--- config.mk ---
export PLATFORM = sky130hd
export DESIGN_NAME = sorted_set_engine_core_flat
export DESIGN_NICKNAME = d
export VERILOG_FILES = /design/src/rtl/ssen_pkg.sv /design/src/rtl/ssen_if.sv /design/src/rtl/sorted_set_engine_core.sv /design/src/rtl/ssen_ram.sv /design/src/flat_wrapper.sv
export SDC_FILE = /design/constraint.sdc
export NUM_CORES = 2
export LEC_CHECK = 0
export CAP_MARGIN = 15
export CORE_MARGIN = 2
export CORE_UTILIZATION = 55
export DETAILED_ROUTE_END_ITERATION = 10
export DONT_BUFFER_PORTS = 1
export PLACE_DENSITY = 0.73
export SLEW_MARGIN = 20
export SYNTH_ARGS = -nofsm -noshare
export SYNTH_HDL_FRONTEND = slang
export SYNTH_SLANG_ARGS = --single-unit
--- constraint.sdc ---
create_clock -name clk -period 14.3 [get_ports clk]
set_input_delay 0.715 -clock clk [delete_from_list [all_inputs] [get_ports clk]]
set_output_delay 0.715 -clock clk [all_outputs]
set_load 0.01 [all_outputs]
--- src/rtl/ssen_pkg.sv ---
// Shared types and constants of the sorted set engine.
// No dependencies; the interfaces, the core and the testbench refer to it by scoped names.
package ssen_pkg;

  localparam int CMD_W    = 2;
  localparam int KEY_W    = 32;
  localparam int STATUS_W = 2;
  localparam int COUNT_W  = 7;

  localparam logic [CMD_W-1:0] CMD_INSERT = 2'd0;
  localparam logic [CMD_W-1:0] CMD_REMOVE = 2'd1;
  localparam logic [CMD_W-1:0] CMD_FIND   = 2'd2;
  localparam logic [CMD_W-1:0] CMD_CLEAR  = 2'd3;

  localparam logic [STATUS_W-1:0] ST_OK   = 2'd0;
  localparam logic [STATUS_W-1:0] ST_MISS = 2'd1;
  localparam logic [STATUS_W-1:0] ST_FULL = 2'd2;

  typedef enum logic [2:0] {
    S_IDLE,
    S_READ,
    S_CMP,
    S_DECIDE,
    S_UP,
    S_PUT,
    S_DN,
    S_DONE
  } state_t;

endpackage

--- src/rtl/ssen_if.sv ---
// Request and response channels of the sorted set engine.
// Depends on ssen_pkg for the payload widths.
interface ssen_req_if;
  logic                            valid;
  logic                            ready;
  logic [ssen_pkg::CMD_W-1:0]      command;
  logic signed [ssen_pkg::KEY_W-1:0] key;

  modport source (output valid, command, key, input ready);
  modport sink (input valid, command, key, output ready);
endinterface

interface ssen_rsp_if;
  logic                          valid;
  logic                          ready;
  logic [ssen_pkg::STATUS_W-1:0] status;
  logic [ssen_pkg::COUNT_W-1:0]  count;

  modport source (output valid, status, count, input ready);
  modport sink (input valid, status, count, output ready);
endinterface

--- src/rtl/sorted_set_engine_core.sv ---
// Sorted set engine: keeps distinct signed keys in ascending order in one memory.
// Clear goes straight to the response; other commands first scan the stored keys to the key's
// position, then remove and insert shift the entries behind it and insert stores the key.
// One request at a time; the next is taken once the response has been loaded.
// Reset clears the count and control state; memory contents need no clearing pass.
// Depends on ssen_pkg, ssen_if and ssen_ram.
module sorted_set_engine_core #(
  parameter int CAPACITY = 64
) (
  input  logic           clk,
  input  logic           rst,
  ssen_req_if.sink       req,
  ssen_rsp_if.source     rsp
);

  localparam int AW = $clog2(CAPACITY);
  localparam int PW = $clog2(CAPACITY + 1);

  ssen_pkg::state_t state, state_next;

  logic [ssen_pkg::CMD_W-1:0]      cmd;
  logic [ssen_pkg::KEY_W-1:0]      key;
  logic [PW-1:0]                   ptr, ptr_next;
  logic [PW-1:0]                   cur, cur_next;
  logic [PW-1:0]                   held, held_next;
  logic                            hit, hit_next;
  logic [ssen_pkg::STATUS_W-1:0]   res, res_next;

  logic                            ram_we;
  logic [PW-1:0]                   waddr_p, raddr_p;
  logic [ssen_pkg::KEY_W-1:0]      ram_wdata, ram_rdata;

  logic accept, out_load, key_lt, full;
  logic [PW-1:0] ptr_inc;

  assign accept   = req.valid && req.ready;
  assign out_load = (state == ssen_pkg::S_DONE) && (!rsp.valid || rsp.ready);
  assign key_lt   = $signed(ram_rdata) < $signed(key);
  assign full     = held == PW'(CAPACITY);
  assign ptr_inc  = ptr + PW'(1);
  assign req.ready = state == ssen_pkg::S_IDLE;

  ssen_ram #(
    .DEPTH(CAPACITY),
    .WIDTH(ssen_pkg::KEY_W)
  ) u_ram (
    .clk   (clk),
    .we    (ram_we),
    .waddr (waddr_p[AW-1:0]),
    .wdata (ram_wdata),
    .raddr (raddr_p[AW-1:0]),
    .rdata (ram_rdata)
  );

  always_comb begin
    state_next = state;
    unique case (state)
      ssen_pkg::S_IDLE: begin
        if (accept) begin
          if (req.command == ssen_pkg::CMD_CLEAR) begin
            state_next = ssen_pkg::S_DONE;
          end else if (held == '0) begin
            state_next = ssen_pkg::S_DECIDE;
          end else begin
            state_next = ssen_pkg::S_READ;
          end
        end
      end
      ssen_pkg::S_READ: state_next = ssen_pkg::S_CMP;
      ssen_pkg::S_CMP: begin
        if (!key_lt || ptr_inc == held) begin
          state_next = ssen_pkg::S_DECIDE;
        end
      end
      ssen_pkg::S_DECIDE: begin
        priority if (cmd == ssen_pkg::CMD_INSERT) begin
          if (hit || full) begin
            state_next = ssen_pkg::S_DONE;
          end else if (held == ptr) begin
            state_next = ssen_pkg::S_PUT;
          end else begin
            state_next = ssen_pkg::S_UP;
          end
        end else if (cmd == ssen_pkg::CMD_REMOVE) begin
          if (!hit || ptr_inc == held) begin
            state_next = ssen_pkg::S_DONE;
          end else begin
            state_next = ssen_pkg::S_DN;
          end
        end else begin
          state_next = ssen_pkg::S_DONE;
        end
      end
      ssen_pkg::S_UP: begin
        if (cur - PW'(1) == ptr) begin
          state_next = ssen_pkg::S_PUT;
        end
      end
      ssen_pkg::S_PUT: state_next = ssen_pkg::S_DONE;
      ssen_pkg::S_DN: begin
        if (cur + PW'(2) == held) begin
          state_next = ssen_pkg::S_DONE;
        end
      end
      ssen_pkg::S_DONE: begin
        if (out_load) begin
          state_next = ssen_pkg::S_IDLE;
        end
      end
      default: state_next = ssen_pkg::S_IDLE;
    endcase
  end

  always_comb begin
    ptr_next  = ptr;
    cur_next  = cur;
    held_next = held;
    hit_next  = hit;
    res_next  = res;
    ram_we    = 1'b0;
    waddr_p   = cur;
    ram_wdata = ram_rdata;
    raddr_p   = ptr;
    unique case (state)
      ssen_pkg::S_IDLE: begin
        ptr_next = '0;
        hit_next = 1'b0;
        res_next = ssen_pkg::ST_OK;
        if (accept && req.command == ssen_pkg::CMD_CLEAR) begin
          held_next = '0;
        end
      end
      ssen_pkg::S_READ: raddr_p = ptr;
      ssen_pkg::S_CMP: begin
        raddr_p = ptr_inc;
        if (key_lt) begin
          ptr_next = ptr_inc;
        end else begin
          hit_next = ram_rdata == key;
        end
      end
      ssen_pkg::S_DECIDE: begin
        priority if (cmd == ssen_pkg::CMD_INSERT) begin
          raddr_p  = held - PW'(1);
          cur_next = held;
          if (hit) begin
            res_next = ssen_pkg::ST_MISS;
          end else if (full) begin
            res_next = ssen_pkg::ST_FULL;
          end
        end else if (cmd == ssen_pkg::CMD_REMOVE) begin
          raddr_p  = ptr_inc;
          cur_next = ptr;
          if (!hit) begin
            res_next = ssen_pkg::ST_MISS;
          end else if (ptr_inc == held) begin
            held_next = held - PW'(1);
          end
        end else begin
          res_next = hit ? ssen_pkg::ST_OK : ssen_pkg::ST_MISS;
        end
      end
      ssen_pkg::S_UP: begin
        ram_we   = 1'b1;
        waddr_p  = cur;
        cur_next = cur - PW'(1);
        raddr_p  = cur - PW'(2);
      end
      ssen_pkg::S_PUT: begin
        ram_we    = 1'b1;
        waddr_p   = ptr;
        ram_wdata = key;
        held_next = held + PW'(1);
      end
      ssen_pkg::S_DN: begin
        ram_we   = 1'b1;
        waddr_p  = cur;
        cur_next = cur + PW'(1);
        raddr_p  = cur + PW'(2);
        if (cur + PW'(2) == held) begin
          held_next = held - PW'(1);
        end
      end
      ssen_pkg::S_DONE: raddr_p = ptr;
      default: raddr_p = ptr;
    endcase
  end

  always_ff @(posedge clk) begin
    if (rst) begin
      state     <= ssen_pkg::S_IDLE;
      held      <= '0;
      rsp.valid <= 1'b0;
    end else begin
      state <= state_next;
      held  <= held_next;
      if (out_load) begin
        rsp.valid <= 1'b1;
      end else if (rsp.ready) begin
        rsp.valid <= 1'b0;
      end
    end
  end

  always_ff @(posedge clk) begin
    ptr <= ptr_next;
    cur <= cur_next;
    hit <= hit_next;
    res <= res_next;
    if (accept) begin
      cmd <= req.command;
      key <= req.key;
    end
    if (out_load) begin
      rsp.status <= res;
      rsp.count  <= ssen_pkg::COUNT_W'(held);
    end
  end

  a_held_bound: assert property (@(posedge clk) disable iff (rst)
    held <= PW'(CAPACITY))
    else $error("held count exceeds capacity");

  a_write_states: assert property (@(posedge clk) disable iff (rst)
    ram_we |-> (state == ssen_pkg::S_UP || state == ssen_pkg::S_PUT ||
                state == ssen_pkg::S_DN))
    else $error("memory written outside a shift or store step");

  a_busy_after_accept: assert property (@(posedge clk) disable iff (rst)
    accept |=> state != ssen_pkg::S_IDLE)
    else $error("request accepted without starting work");

  a_rsp_from_done: assert property (@(posedge clk) disable iff (rst)
    $rose(rsp.valid) |-> $past(state) == ssen_pkg::S_DONE)
    else $error("response raised outside the finishing step");

  a_one_insert_step: assert property (@(posedge clk) disable iff (rst)
    state == ssen_pkg::S_PUT |=> held == $past(held) + PW'(1))
    else $error("insert did not grow the set by one");

endmodule

--- src/rtl/ssen_ram.sv ---
// Single-write, single-read synchronous memory with registered read data.
// No dependencies.
module ssen_ram #(
  parameter int DEPTH = 64,
  parameter int WIDTH = 32
) (
  input  logic                     clk,
  input  logic                     we,
  input  logic [$clog2(DEPTH)-1:0] waddr,
  input  logic [WIDTH-1:0]         wdata,
  input  logic [$clog2(DEPTH)-1:0] raddr,
  output logic [WIDTH-1:0]         rdata
);

  logic [WIDTH-1:0] mem [DEPTH];

  always_ff @(posedge clk) begin
    if (we) begin
      mem[waddr] <= wdata;
    end
  end

  always_ff @(posedge clk) begin
    rdata <= mem[raddr];
  end

endmodule

--- src/flat_wrapper.sv ---
// flat-port wrapper written by rule: the top's interface ports become plain ports
module sorted_set_engine_core_flat 
#(
  parameter int CAPACITY = 64
)
  (clk, rst, req_valid, req_command, req_key, req_ready, rsp_valid, rsp_status, rsp_count, rsp_ready);
  ssen_req_if req_i ();
  ssen_rsp_if rsp_i ();
  input  logic clk;
  input  logic rst;
  input wire logic [$bits(req_i.valid)-1:0] req_valid;
  input wire logic [$bits(req_i.command)-1:0] req_command;
  input wire logic [$bits(req_i.key)-1:0] req_key;
  output wire logic [$bits(req_i.ready)-1:0] req_ready;
  output wire logic [$bits(rsp_i.valid)-1:0] rsp_valid;
  output wire logic [$bits(rsp_i.status)-1:0] rsp_status;
  output wire logic [$bits(rsp_i.count)-1:0] rsp_count;
  input wire logic [$bits(rsp_i.ready)-1:0] rsp_ready;
  assign req_i.valid = req_valid;
  assign req_i.command = req_command;
  assign req_i.key = req_key;
  assign req_ready = req_i.ready;
  assign rsp_valid = rsp_i.valid;
  assign rsp_status = rsp_i.status;
  assign rsp_count = rsp_i.count;
  assign rsp_i.ready = rsp_ready;
  sorted_set_engine_core #(.CAPACITY(CAPACITY)) u_core (.clk(clk), .rst(rst), .req(req_i), .rsp(rsp_i));
endmodule
==> out/qor.yml <==
outcome:
  status: "finished, final reports clean"
drt:
  route.met2.wl_um: 111000
  wirelength_met1_um: 90600
  routed_wl_um: 249000
  drc: 0
  num_vias: 57800
  via_per_inst: 6.48
  drt-wirelength-per-cell_um: 28.0
  routed.top_layer: "met5"
  wl_met3_um: 34100
  drtIter0Drc: 9921
  ant_nets: 0
  drtPass1Iterations: 6
yosys:
  yosys-top-cells-count: "edfxtp_1, nand2_1, nand3_1"
  synth_fp_nets: 6793
  syn_area_per_cell_um2: 13.0
  synth_top_cell_by_area: "edfxtp_1"
  yosysMostFrequentCell: "edfxtp_1"
  synthCells: 6715
  synth_top_area_frac: 0.726
  ys_top_cells_by_area: "edfxtp_1, nand2_1, nand3_1"
  ys_types: 75
  synth-main-ff-cell: "edfxtp_1"
  synth-async-reset-ratio: 0
  ys_seq_area_frac: 0.736
  synth-seq-cells: 2151
  synth_warnings: 0
  synth_area_um2: 87200
  synth_edf_count: 2108
global_routing:
  grt_max_degree: 183
  grt_pass1_wl_um: 359000
  antenna_found_initial: 19
  overflow: 0
  grt_pass1_vias: 54100
  track_usage: 0.303
worst_setup_path:
  worstPathMaxFanout: 72
  ff2ff_path_depth: 12
  end_kind: "flop"
  cp.arrival_ns: 7.05
  crit_type: "reg -> reg"
  required_ns: 15.03
  rrSetupSlack_ns: 7.98
  critPathLaunchType: "flop"
placed_design:
  gp_congestion: 0.915
  pre_cts_slack_ns: 8.08
  io_buffers: 0
  hpwl_um: 133000
timing:
  finalSetupViolCount: 0
  max_slew_margin: 0.182
  hold_viol: 0
  rsz0062_at_grt: "no"
  finalSetupTns_ns: 0
  worst_slew_pin_slew_ns: 1.23
  min_period_over_period: 0.442
  fin_ws_ns: 7.98
  slew_violations: 0
  finClkSkew_ns: 0.0283
  period_minus_slack_ns: 6.32
  fmax_ghz: 0.158
clock_tree:
  cts_buffers: 198
  clock-root-buffer: "clkbuf_16"
  cts_tree: "done"
  worstSkewPairLatency_ns: 0.86
  path_clk_slew_ns: 0.06
  post_cts_resized: 0
  cts_setup_buffers: 0
  cts.sinks: 2151
  cts_buffer_depth: 3
  htree_levels: 4
layout:
  drive_above_1_share: 0.0892
  seq_area_um2: 64200
  fillers: 11400
  syn_to_final_growth_pct: 11.0
  nets: 6741
  multi_input_area_um2: 21600
floorplanning:
  rows: 146
  core-area_um2: 158000
  fp.dieW_um: 402
  die-area_um2: 162000
  pin_count: 49
  dieHeight_um: 402
  initial_core_util: 0.552
job:
  drv_cap: 0
worst_hold_path:
  hold_depth: 2
  hp-class: "in -> reg"
[metrics by stage]
step	instances	util	hold slack [ns]	cell area, µm²
finish	8917	0.613	0.0828	96800
floorplan	6715	-	0.400	87200
detailed placement	8500	0.569	0.429	89900
global route	8914	0.613	0.0687	96700
global placement	8496	0.569	0.417	89800
CTS	8910	0.613	0.0339	96700
[placed cells by master (no fill, tap or decap), drive strengths merged, types with 15 or more instances in the layout]
master,instances
nand4,16
clkinv,91
edfxtp,2108
dlygate4sd3,35
nor3,28
and3,212
ha,40
xnor2,27
nor2,116
o22ai,15
a21o,16
a22oi,42
mux2i,42
a221oi,24
a311oi,174
dfxtp,43
nand3,638
o21ai,96
a21boi,15
clkbuf,255
xor2,24
a31oi,190
a32oi,40
inv,49
nand2,2031
buf,168
and4,16
a21oi,112
bufinv,17
nor4,20
[worst max-delay path: stages (launching register included)]
cell and delay, ns:
dfxtp_1 0.64, inv_1 0.15, ha_1 0.35, nor2_1 0.06, a211oi_1 0.52, o22a_4 0.73
buf_4 0.89, buf_4 0.85, buf_4 0.83, a311oi_1 0.22, a31oi_1 0.21, o22ai_1 0.30
o211a_1 0.34
[routing by layer]
metal,vias to the layer above,track usage
li1,24700,-
met1,28400,0.412
met2,3983,0.455
met3,617,0.0790
met4,16,0.155
met5,-,0
[kinds of logic after synthesis]
kind of cell / synth area share
and+or+nand+nor: 0.153
DFF: 0.736
AOI/OAI and AO/OA: 0.0658
buffers and inverters: 0.0274
xor gates and xnor gates: 0.00513
muxes: 0.00663
adders and majority gates: 0.00574
[state kept, by name, indices dropped and copies added, names as in the netlist, 3 cells and up]
| register | count |
|---|---|
| u_core.key | 32 |
| u_core.ptr | 7 |
| u_core.rsp.count | 7 |
| u_core.cur | 7 |
| u_core.state | 3 |
| u_core.u_ram.mem | 2048 |
| u_core.held | 7 |
| u_core.u_ram.rdata | 32 |
[area by class of cell]
class,instances,area share
multi-input cells,4064,0.224
diodes,7,0.000181
flip-flops and latches,2151,0.663
clock inverters,120,0.0120
clock buffers,255,0.0551
repair buffers,203,0.0175
inverters,45,0.00175
well taps,2072,0.0268
[timing repair]
item / 4_1_cts / 5_1_grt
endpoints found under the hold margin: 43 / 0
setup endpoints to repair: 0 / 0
hold buffers: 35 / 0
[path summary, 6_finish.rpt]
| check | startpoint | endpoint |
|---|---|---|
| worst max-delay path | u_core.held[0] | u_core.u_ram.rdata[11] |
| worst min-delay path | rst | u_core.state[1] |
| worst max register to register | u_core.held[0] | u_core.u_ram.rdata[11] |
| worst min register to register | u_core.res[1] | u_core.rsp.status[1] |
Power is not shown: default switching activity piles up to over one toggle a cycle in this logic, so the estimate is an artifact.
